## src/sv/sag_pkg.sv

```systemverilog
package sag_pkg;

    localparam int ANGLE_FRAC_BITS = 12;

    // pi and band constants in 2^-12 rad
    localparam logic signed [17:0] PI_U     = 18'sd12868;
    localparam logic signed [17:0] HALF_PI  = 18'sd6434;
    localparam logic signed [17:0] TWO_PI   = 18'sd25736;
    localparam logic [13:0] MID_37 = 14'd2645;
    localparam logic [13:0] MID_60 = 14'd4289;
    localparam logic [13:0] MID_75 = 14'd5362;
    localparam logic [13:0] MID_95 = 14'd6791;

    localparam logic [15:0] W_LOBE_10  = 16'd23468;
    localparam logic [15:0] W_LOBE_7P5 = 16'd31291;
    localparam logic [15:0] W_LOBE_5   = 16'd46937;

    localparam logic signed [18:0] OUT_OF_BEAM  = -19'sd256000;
    localparam logic signed [18:0] NO_BAND_GAIN = -19'sd6400;
    localparam logic [10:0] DB6 = 11'd1536;

    localparam logic [2:0] REG_V_MAX  = 3'd0;
    localparam logic [2:0] REG_V_INV  = 3'd1;
    localparam logic [2:0] REG_TILT   = 3'd2;
    localparam logic [2:0] REG_H_MAX  = 3'd3;
    localparam logic [2:0] REG_H_INV  = 3'd4;
    localparam logic [2:0] REG_AZ     = 3'd5;
    localparam logic [2:0] REG_PEAK   = 3'd6;
    localparam logic [2:0] REG_DUAL   = 3'd7;

    typedef struct packed {
        logic [13:0]        elev_angle;
        logic signed [15:0] azim_angle;
    } sag_in_t;

    typedef struct packed {
        logic signed [18:0] gain_out;
        logic               zero_point;
    } sag_out_t;

    // multiplier operand select
    typedef enum logic [1:0] {
        OP_V  = 2'd0,
        OP_H  = 2'd1,
        OP_L  = 2'd2
    } sag_op_t;

    typedef struct packed {
        logic    load;
        logic    mul_ratio;
        logic    mul_sq;
        sag_op_t op;
        logic    finish;
    } sag_cmd_t;

    typedef struct packed {
        logic out_of_beam;
        logic no_band;
    } sag_stat_t;

    // x wrapped into (-pi, pi]; a difference of two 16-bit angles spans under three turns
    function automatic logic signed [17:0] wrap(input logic signed [18:0] x);
        logic signed [18:0] y;
        y = x;
        if (y <= -PI_U) y = y + TWO_PI;
        if (y <= -PI_U) y = y + TWO_PI;
        if (y <= -PI_U) y = y + TWO_PI;
        if (y > PI_U) y = y - TWO_PI;
        if (y > PI_U) y = y - TWO_PI;
        if (y > PI_U) y = y - TWO_PI;
        return y[17:0];
    endfunction

    // strict band tests on theta; bounds are in 2^-12 rad, matching t*180*2^20 vs deg*pi_q32
    function automatic logic in_band(input logic [13:0] t, input logic [13:0] lo,
                                     input logic [13:0] hi);
        return (t > lo) && (t < hi);
    endfunction

endpackage

```

## src/sv/sag_ctrl.sv

```systemverilog
module sag_ctrl
    import sag_pkg::*;
(
    input  logic      clk,
    input  logic      rst_n,
    input  logic      in_valid,
    output logic      in_ready,
    output logic      out_valid,
    input  logic      out_ready,
    input  sag_stat_t stat,
    output sag_cmd_t  cmd
);
    typedef enum logic [7:0] {
        S_IDLE = 8'b00000001,
        S_RV   = 8'b00000010,
        S_SV   = 8'b00000100,
        S_RH   = 8'b00001000,
        S_SH   = 8'b00010000,
        S_RL   = 8'b00100000,
        S_SL   = 8'b01000000,
        S_FIN  = 8'b10000000
    } state_t;

    state_t state_reg, state_next;
    logic   out_valid_reg, out_valid_next;

    assign in_ready  = (state_reg == S_IDLE);
    assign out_valid = out_valid_reg;

    always_comb
    begin
        state_next     = state_reg;
        out_valid_next = out_valid_reg && !out_ready;
        cmd            = '0;
        cmd.op         = OP_V;
        case (state_reg)
            S_IDLE:
            begin
                if (in_valid && in_ready)
                begin
                    cmd.load   = 1'b1;
                    state_next = S_RV;
                end
            end
            S_RV:
            begin
                cmd.mul_ratio = 1'b1; cmd.op = OP_V; state_next = S_SV;
            end
            S_SV:
            begin
                cmd.mul_sq = 1'b1; cmd.op = OP_V; state_next = S_RH;
            end
            S_RH:
            begin
                cmd.mul_ratio = 1'b1; cmd.op = OP_H; state_next = S_SH;
            end
            S_SH:
            begin
                cmd.mul_sq = 1'b1; cmd.op = OP_H;
                state_next = (stat.out_of_beam || stat.no_band) ? S_FIN : S_RL;
            end
            S_RL:
            begin
                cmd.mul_ratio = 1'b1; cmd.op = OP_L; state_next = S_SL;
            end
            S_SL:
            begin
                cmd.mul_sq = 1'b1; cmd.op = OP_L; state_next = S_FIN;
            end
            S_FIN:
            begin
                // wait here while the previous result is still held
                if (!out_valid_reg || out_ready)
                begin
                    cmd.finish     = 1'b1;
                    out_valid_next = 1'b1;
                    state_next     = S_IDLE;
                end
            end
            default: state_next = S_IDLE;
        endcase
    end

    always_ff @(posedge clk or negedge rst_n)
    begin
        if (!rst_n)
        begin
            state_reg     <= S_IDLE;
            out_valid_reg <= 1'b0;
        end
        else
        begin
            state_reg     <= state_next;
            out_valid_reg <= out_valid_next;
        end
    end
endmodule

```

## src/sv/sag_dp.sv

```systemverilog
module sag_dp
    import sag_pkg::*;
(
    input  logic        clk,
    input  logic        rst_n,
    input  logic        cfg_we,
    input  logic [2:0]  cfg_addr,
    input  logic [15:0] cfg_data,
    input  sag_in_t     req,
    input  sag_cmd_t    cmd,
    output sag_stat_t   stat,
    output sag_out_t    rsp
);
    logic [14:0]        v_max_reg, h_max_reg;
    logic [15:0]        v_inv_reg, h_inv_reg;
    logic signed [15:0] tilt_reg, az_reg;
    logic signed [14:0] peak_reg;
    logic               dual_reg;

    logic [15:0] lobe_w_reg;
    logic        lobe_half_reg, zero_reg;

    logic signed [17:0] th_reg, ph_reg, th2_reg;
    logic               band_half_reg, band_upd_reg, no_band_reg;
    logic [15:0]        band_w_reg;
    logic               oob_reg;
    logic [19:0]        r_reg;
    logic               sat_reg;
    logic [15:0]        av_reg, ah_reg;
    logic signed [16:0] a2_reg;
    logic signed [18:0] gain_reg;
    logic               zp_reg;

    // load: angles and band decode
    logic [13:0] t;
    logic        b1, b2, b3, b4;
    assign t  = req.elev_angle;
    assign b1 = in_band(t, 14'd2144, 14'd3217);
    assign b2 = in_band(t, 14'd3931, 14'd4647);
    assign b3 = in_band(t, 14'd5004, 14'd5720);
    assign b4 = in_band(t, 14'd6076, 14'd7507);

    // shared multipliers
    logic [16:0] ang_abs;
    logic [15:0] inv_sel;
    logic [32:0] prod_r;
    logic [39:0] prod_s;
    logic [14:0] cap_sel;
    logic        half_sel;
    logic [50:0] sq3;
    logic [50:0] sq_full;
    logic [18:0] sq_rnd;
    logic [15:0] sq_val;
    logic [16:0] lim;

    always_comb
    begin
        case (cmd.op)
            OP_H:    begin ang_abs = ph_reg[17] ? 17'(-ph_reg) : ph_reg[16:0];
                           inv_sel = h_inv_reg; end
            OP_L:    begin ang_abs = th2_reg[17] ? 17'(-th2_reg) : th2_reg[16:0];
                           inv_sel = lobe_w_reg; end
            default: begin ang_abs = th_reg[17] ? 17'(-th_reg) : th_reg[16:0];
                           inv_sel = v_inv_reg; end
        endcase
        prod_r   = 33'(ang_abs) * 33'(inv_sel);
        half_sel = (cmd.op == OP_L) && lobe_half_reg;
        cap_sel  = (cmd.op == OP_H) ? h_max_reg : v_max_reg;
        lim      = half_sel ? 17'(cap_sel) + 17'(DB6) : 17'(cap_sel);
        prod_s   = 40'(r_reg) * 40'(r_reg);
        // r^2 * 3072 (12 dB) or * 1536 (6 dB)
        sq3      = 51'(prod_s) + (51'(prod_s) << 1);
        sq_full  = half_sel ? (sq3 << 9) : (sq3 << 10);
        sq_rnd   = 19'((sq_full + (51'd1 << 31)) >> 32);
        if (sat_reg || (sq_rnd > 19'(lim)))
            sq_val = 16'(lim);
        else
            sq_val = 16'(sq_rnd);
    end

    assign stat.out_of_beam = oob_reg;
    assign stat.no_band     = no_band_reg;
    assign rsp.gain_out     = gain_reg;
    assign rsp.zero_point   = zp_reg;

    // the half-slope lobe can give a negative attenuation
    logic signed [17:0] av_min;
    logic signed [17:0] tot;
    assign av_min = (a2_reg < $signed({1'b0, av_reg})) ? 18'(a2_reg) :
                    $signed({2'b0, av_reg});
    assign tot    = (dual_reg ? av_min : $signed({2'b0, av_reg})) +
                    $signed({2'b0, ah_reg});

    always_ff @(posedge clk or negedge rst_n)
    begin
        if (!rst_n)
        begin
            v_max_reg <= 15'd7680; v_inv_reg <= 16'd9387; tilt_reg <= 16'sd715;
            h_max_reg <= 15'd6400; h_inv_reg <= 16'd3911; az_reg <= '0;
            peak_reg <= '0; dual_reg <= 1'b1;
            lobe_w_reg <= W_LOBE_10; lobe_half_reg <= 1'b0; zero_reg <= 1'b0;
        end
        else
        begin
            if (cfg_we)
            begin
                case (cfg_addr)
                    REG_V_MAX: v_max_reg <= cfg_data[14:0];
                    REG_V_INV: v_inv_reg <= cfg_data;
                    REG_TILT:  tilt_reg  <= cfg_data;
                    REG_H_MAX: h_max_reg <= cfg_data[14:0];
                    REG_H_INV: h_inv_reg <= cfg_data;
                    REG_AZ:    az_reg    <= cfg_data;
                    REG_PEAK:  peak_reg  <= cfg_data[14:0];
                    REG_DUAL:  dual_reg  <= cfg_data[0];
                    default: ;
                endcase
            end
            if (cmd.mul_sq && cmd.op == OP_H && !oob_reg && dual_reg)
            begin
                zero_reg <= no_band_reg;
                if (band_upd_reg)
                begin
                    lobe_w_reg    <= band_w_reg;
                    lobe_half_reg <= band_half_reg;
                end
            end
        end
    end

    always_ff @(posedge clk)
    begin
        if (cmd.load)
        begin
            th_reg  <= wrap(19'($signed({1'b0, t})) - 19'(HALF_PI) - 19'(tilt_reg));
            ph_reg  <= wrap(19'(req.azim_angle) - 19'(az_reg));
            band_upd_reg  <= b1 || b2 || b3;
            band_half_reg <= 1'b1;
            band_w_reg    <= b1 ? W_LOBE_7P5 : W_LOBE_5;
            no_band_reg   <= !(b1 || b2 || b3 || b4);
            th2_reg <= wrap(19'($signed({1'b0, t})) -
                            19'($signed({1'b0, b1 ? MID_37 : b2 ? MID_60 :
                                                b3 ? MID_75 : MID_95})));
            oob_reg <= 1'b0;
        end
        if (cmd.mul_ratio)
        begin
            sat_reg <= prod_r >= (33'd8 << 24);
            r_reg   <= 20'((prod_r + 33'd128) >> 8);
            if (cmd.op == OP_H)
                oob_reg <= prod_r > (33'd1 << 24);
        end
        if (cmd.mul_sq)
        begin
            case (cmd.op)
                OP_V:    av_reg <= sq_val;
                OP_H:    begin
                             ah_reg <= sq_val;
                             if (!dual_reg) no_band_reg <= 1'b0;
                             a2_reg <= 17'sd32767;
                         end
                default: a2_reg <= lobe_half_reg ? 17'(sq_val) - 17'(DB6) : 17'(sq_val);
            endcase
        end
        if (cmd.finish)
        begin
            zp_reg <= zero_reg;
            if (oob_reg)
                gain_reg <= OUT_OF_BEAM;
            else if (no_band_reg)
                gain_reg <= NO_BAND_GAIN;
            else
                gain_reg <= 19'(peak_reg) -
                            19'((tot > $signed({3'b0, h_max_reg})) ?
                                $signed({3'b0, h_max_reg}) : tot);
        end
    end
endmodule

```

## src/sv/sector_antenna_gain_top.sv

```systemverilog
// Each accepted request steps the shared multipliers through the vertical, horizontal
// and lobe products, a ratio state and then a square state for each, and then the
// finish state; the lobe states are skipped when the direction is outside the
// horizontal beam or outside every dual-beam band. A new request is taken only in
// idle; a result held by out_ready stalls the next request in its final step.
// Reset (async, active low) loads register defaults, the 10 degree lobe
// and clears the zero-point flag.
module sector_antenna_gain_top
    import sag_pkg::*;
(
    input  logic        clk,
    input  logic        rst_n,
    input  logic        cfg_we,
    input  logic [2:0]  cfg_addr,
    input  logic [15:0] cfg_data,
    input  logic        in_valid,
    output logic        in_ready,
    input  sag_in_t     in_data,
    output logic        out_valid,
    input  logic        out_ready,
    output sag_out_t    out_data
);
    sag_cmd_t  cmd;
    sag_stat_t stat;

    sag_ctrl u_ctrl (
        .clk, .rst_n, .in_valid, .in_ready, .out_valid, .out_ready,
        .stat, .cmd
    );

    sag_dp u_dp (
        .clk, .rst_n, .cfg_we, .cfg_addr, .cfg_data,
        .req(in_data), .cmd, .stat, .rsp(out_data)
    );

    a_out_hold: assert property (@(posedge clk) disable iff (!rst_n)
        (out_valid && !out_ready) |=> (out_valid && $stable(out_data)))
        else $error("result dropped or changed while stalled");
    a_gain_range: assert property (@(posedge clk) disable iff (!rst_n)
        out_valid |-> (out_data.gain_out >= OUT_OF_BEAM))
        else $error("gain below range");
    a_cmd_excl: assert property (@(posedge clk) disable iff (!rst_n)
        !(cmd.mul_ratio && cmd.mul_sq)) else $error("multiplier conflict");
endmodule

```

## config.mk

```make
export PLATFORM = sky130hd
export DESIGN_NAME = sector_antenna_gain_top
export DESIGN_NICKNAME = d
export VERILOG_FILES = /design/src/sv/sag_pkg.sv /design/src/sv/sag_ctrl.sv /design/src/sv/sag_dp.sv /design/src/sv/sector_antenna_gain_top.sv
export SDC_FILE = /design/constraint.sdc
export NUM_CORES = 2
export LEC_CHECK = 0
export BUFFER_PORTS_ARGS = -buffer_cell sky130_fd_sc_hd__buf_2
export CELL_PAD_IN_SITES_DETAIL_PLACEMENT = 1
export CELL_PAD_IN_SITES_GLOBAL_PLACEMENT = 2
export CORE_MARGIN = 2
export CORE_UTILIZATION = 42
export CTS_BUF_LIST = sky130_fd_sc_hd__clkbuf_4
export DETAILED_ROUTE_END_ITERATION = 6
export PLACE_DENSITY_LB_ADDON = 0.12
export SETUP_SLACK_MARGIN = 0.2
export SLEW_MARGIN = 25
export SYNTH_ARGS = -nofsm -noshare
export SYNTH_HDL_FRONTEND = slang
export SYNTH_SLANG_ARGS = --single-unit
```

## constraint.sdc

```tcl
create_clock -name clk -period 19.5 [get_ports clk]
set_input_delay 0 -clock clk [delete_from_list [all_inputs] [get_ports clk]]
set_output_delay 0 -clock clk [all_outputs]
set_load 0.01 [all_outputs]
```

# Word level (Yosys, flattened, before mapping)
# Index checks and enable logic that the tools add are counted.
# word_totals
register_bits	300
word_cells	225
# classes
add_sub_neg	32
multipliers	2
magnitude_cmp	31
eq_ne	19
muxes	72
n_bitwise	1
reduce_logical	40
# ops
op	count
two-way mux 19 bit	31
adder 19 x 16 -> 19 bit (second input constant)	9
greater-than comparator 19 x 15 -> 1 bit (second input constant)	9
<= comparator 19 x 15 -> 1 bit (second input constant)	9
subtractor 19 x 16 -> 19 bit (second input constant)	6
two-way mux 18 bit	6
two-way mux 17 bit	5
case mux 17 bit (2 select lines)	2
case mux 8 bit (8 select lines)	1
subtractor 18 x 16 -> 18 bit (second input constant)	3
adder 51 x 32 -> 51 bit (second input constant)	1
two-way mux 51 bit	1
negation 17 bit	3
adder 40 x 41 -> 42 bit	1
less-than comparator 14 x 13 -> 1 bit (second input constant)	3
multiplier 20 x 20 -> 40 bit	1
greater-or-equal comparator 33 x 28 -> 1 bit (second input constant)	1
greater-than comparator 33 x 25 -> 1 bit (second input constant)	1
multiplier 17 x 16 -> 33 bit	1
two-way mux 16 bit	2
case mux 16 bit (2 select lines)	1
adder 28 x 8 -> 28 bit (second input constant)	1
greater-than comparator 14 x 12 -> 1 bit (second input constant)	2
greater-than comparator 14 x 13 -> 1 bit (second input constant)	2
other kinds (42)	95

# Logic depth before layout (Yosys ltp)
# logic_depth
ltp_word	23
mapped_depth	80
depth_no_buf	77

# Hierarchy
# A second synthesis with hierarchy kept.
# hier_totals
hier_cells	5688
hier_area_um2	49226.0
# by_module_without_submodules
mod	n_inst	cells_per_inst	area_each_um2	seq_area_each_um2
sag_dp	1	5639	48724.2	7422.1
sag_ctrl	1	49	501.7	226.5

# Worst setup path after synthesis
# Ideal clock, no wire load.
# synth_timing
kind	register -> register
from	register u_dp.r_reg[6]
to	register u_dp.a2_reg[13], data pin
setup_time_ps	254
arrival_ps	13405
t_required_ps	19246
path_slack_ps	5841
stages_incl_launch_ff	63
path_buffers	5
period_less_slack_ps	13659
path_cell_list	edfxtp_1 > clkbuf_1 > clkbuf_1 > nand2_1 > fa_1 > inv_1 > fa_1 > fa_1 > ha_1 > ha_1 > inv_1 > fa_1 > inv_1 > fa_1 > ha_1 > a21boi_0 > o21ai_0 > a21boi_0 > (+27 left out) > xnor2_1 > inv_1 > ha_1 > nand4_1 > o21ai_0 > a21oi_1 > o21bai_1 > or2_2 > clkbuf_1 > clkbuf_1 > buf_1 > mux2i_1 > ha_1 > nor2b_1 > and2_1 > nand2b_1 > a221o_1 > a21o_1
# synth_between
elab_chain_len	10
# synth_lines
element	line_no	text
start, declared	sag_dp.sv:27	logic [19:0] r_reg;
start signal, assigned	sag_dp.sv:149	r_reg <= 20'((prod_r + 33'd128) >> 8);
multiplier 20 x 20 -> 40 bit *	sag_dp.sv:70	prod_s = 40'(r_reg) * 40'(r_reg);
adder 40 x 41 -> 42 bit *	sag_dp.sv:72	sq3 = 51'(prod_s) + (51'(prod_s) << 1);
two-way mux 51 bit *	sag_dp.sv:73	sq_full = half_sel ? (sq3 << 9) : (sq3 << 10);
adder 51 x 32 -> 51 bit *	sag_dp.sv:74	sq_rnd = 19'((sq_full + (51'd1 << 31)) >> 32);
greater-than comparator 19 x 17 -> 1 bit	sag_dp.sv:75	if (sat_reg || (sq_rnd > 19'(lim)))
logical OR 1 bit	sag_dp.sv:75	
two-way mux 16 bit *	sag_dp.sv:75	
named net u_dp.sq_val[10]	sag_dp.sv:53	logic [15:0] sq_val;
subtractor 16 x 11 -> 17 bit *	sag_dp.sv:162	default: a2_reg <= lobe_half_reg ? 17'(sq_val) - 17'(DB6) : 17'(sq_val);
two-way mux 17 bit *	sag_dp.sv:162	
case mux 17 bit (2 select lines) *	sag_dp.sv:155	case (cmd.op)
end signal, assigned	sag_dp.sv:162	
end, declared	sag_dp.sv:30	logic signed [16:0] a2_reg;
# Mark *: on every way through the listed nets, which the timed path passes. The rest lies on a longest branch.
# A chain may end at the register's enable or synchronous reset.

# Worst setup path after layout
# layout_timing
from	register u_dp.r_reg[2]
to	register u_dp.a2_reg[15], data pin
# Same word-level chain as after synthesis.

==> metrics.cfg <==
[global_route]
grt_max_degree = 59
grt_pass1_vias = 43600
grt_util_all_layers_pct = 25.3
overflow = 0
antenna_found_initial = 6
grt_first_pass_wirelength_mm = 244

[placed_design]
io_buffer_count = 75
placed_cell_area_um2 = 51000
hpwl_mm = 123
globalplace.congestion = 0.857

[clock_tree]
cts_buffers = 79
h-tree-depth = 3
tritoncts = done
clockBufferDepth = 3
clk_pin_slew_ns = 0.07
insertion_delay_ns = 0.95
clock_tree.root_cell = clkbuf_4
cts_sinks = 275
cts_setup_buffers = 0

[detailed_routing]
drt-vias-per-instance = 5.61
routedWlPerCell_um = 20.7
first_iter_violations = 2066
wl_mm = 151
drtAntennaViolNets = 0
vias = 40900
dr.pass1.iters = 5
drcViolationCount = 0

[die]
dieArea_um2 = 119000
fp-row-count = 125
initial_core_util_pct = 42.2
ios = 76
die_h_um = 345
die_w_um = 345
core_region_area_um2 = 116000

[timing]
final_max_slew_viol_count = 0
fin_crit_ns = 15.79
final-hold-violation-count = 0
period_share_pct = 81.0
slew_headroom_pct = 31.6
finalSetupViolations = 0
finalSetupTns_ns = 0
tightest_slew_ns = 1.03
finalClockSkew_ns = 0.120
max_clock_freq_mhz = 63.3
rsz0062_at_grt = false

[yosys]
ys_warn_count = 0
synth.cell_area_um2 = 48900
synth_fa_ha_area_share_pct = 31.4
syn_nets = 6590
synth_cells = 5603
yosys.area.top_type_share_pct = 20.1
synth_area_leaders = fa_1 (20%), ha_1 (11%), edfxtp_1 (9.0%), inv_1 (5.8%), xnor2_1 (5.0%)
muxShareOfSynthArea_pct = 4.53
synth_seq_cells = 275
synth_edf_count = 147
synth_xor_area_share_pct = 7.23
async_flop_share_pct = 45.8
synth.largest_area_cell = fa_1
synth_simple_gate_area_share_pct = 16.6
yosysUniqueCellTypes = 132
synth_top_family_by_area = adder cells
syn_area_per_cell_um2 = 8.73
synth_compound_area_share_pct = 17.2
synth_flop_cell = edfxtp_1
yosysSeqAreaShare_pct = 15.6

[run]
cap_violations = 0

[setup_path]
cp-start-kind = register
crit_required_ns = 20.20
critPathMaxStageDelay_ns = 0.87
crit_path_frequent_cell = o21ai_0
slowest_stage = edfxtp_1
end_kind = register
path_max_fanout = 38
arrival_ns = 16.49
worst_r2r_path_depth = 58
crit_type = register to register

[min_path]
hold_path.class = primary input to register
worstHoldPathCells = 4

[final_layout]
drive_gt1_share_pct = 10.3
final_common_cell = inv_1
final_area_um2 = 52700
largest_register_ff_count = 20
nNetsFinal = 6679
areaGrowthSynthToFinish_pct = 7.73
final_cell_mix = inv_1 (754), nand2_1 (516), fa_1 (492), ha_1 (439), nor2_1 (337)

[status]
status = finished, final reports clean

layer usage:
metal	global-route usage [%]	up-vias	wire length, um	part of all wire [%]
met4	4.95	4	2480	1.6
met1	34.2	20700	69700	46
met3	2.34	144	4570	3.0
li1	-	19400	-	-
met5	0	-	27	0.018
met2	44.1	586	74000	49
layout make-up:
cell class / instances / area (um2)
Fill cell: 13800 / 63200
Multi-Input combinational cell: 4382 / 37700
Sequential cell: 275 / 7650
Inverter: 756 / 2840
Tap cell: 1524 / 1910
Timing Repair Buffer: 198 / 1450
Clock buffer: 117 / 878
Clock inverter: 31 / 265
Antenna cell: 4 / 10.0
cell usage after synthesis (all sizes together) (48+ instances only):
cell type,number
inv,756
nand2,517
fa,492
ha,441
nor2,341
xnor2,288
a21oi,285
o21ai,252
and2,164
clkbuf,147
edfxtp,147
mux2,136
nor3,110
xor2,103
dfrtp,93
nand3,93
nor2b,92
a21o,74
mux2i,68
nand2b,61
o211ai,56
a211oi,55
or3,51
o21a,48
kinds of logic (layout without fill, tap and decap cells):
group | Yosys count | count (layout)
adders and majority gates | 933 | 933
muxes | 204 | 204
DFF | 275 | 275
AOI/OAI and AO/OA | 1210 | 1210
xor gates and xnor gates | 392 | 392
other | 0 | 4
and+or+nand+nor | 1643 | 1643
buffers and inverters | 946 | 1102
worst max-delay path, delay by kind of cell (launching register included):
family,cells,cell delay (ns)
AND/OR/NAND/NOR,11,3.03
multiplexers,1,0.30
buffers and inverters,4,0.27
XOR/XNOR,3,0.73
adder cells (fa/ha/maj),11,4.37
flip-flops,1,0.87
AO/OA/AOI/OAI,28,6.01
worst paths after layout:
check | start | end | slack, ns
min in group asynchronous | rst_n | u_dp.h_max_reg[11] | 0.50
hold reg to reg | u_dp.zero_reg | u_dp.zp_reg | 0.46
hold / removal | in_valid | u_ctrl.state_reg[1] | 0.10
max in group asynchronous | rst_n | u_dp.v_max_reg[0] | 18.20
setup reg to reg | u_dp.r_reg[2] | u_dp.a2_reg[15] | 3.71
setup / recovery | u_dp.r_reg[2] | u_dp.a2_reg[15] | 3.71
stage by stage:
stage	setup slack [ns]	hold slack, ns	std cells	utilization [%]
finish	3.71	0.101	7287	45.5
global route	2.08	0.0448	7287	45.5
CTS	3.66	0.0120	7282	45.5
detailed placement	3.69	0.0998	7084	44.0
global placement	4.13	0.100	7084	44.0
floorplan	5.84	-0.296	5603	-
what timing repair did:
action,CTS,global route
hold endpoints to repair,270,0
hold buffers,50,0
resized for setup,0,0
Power is left out: the tool's default activity adds up to more than one toggle a clock period on the data nets, which glitch-free logic cannot reach.
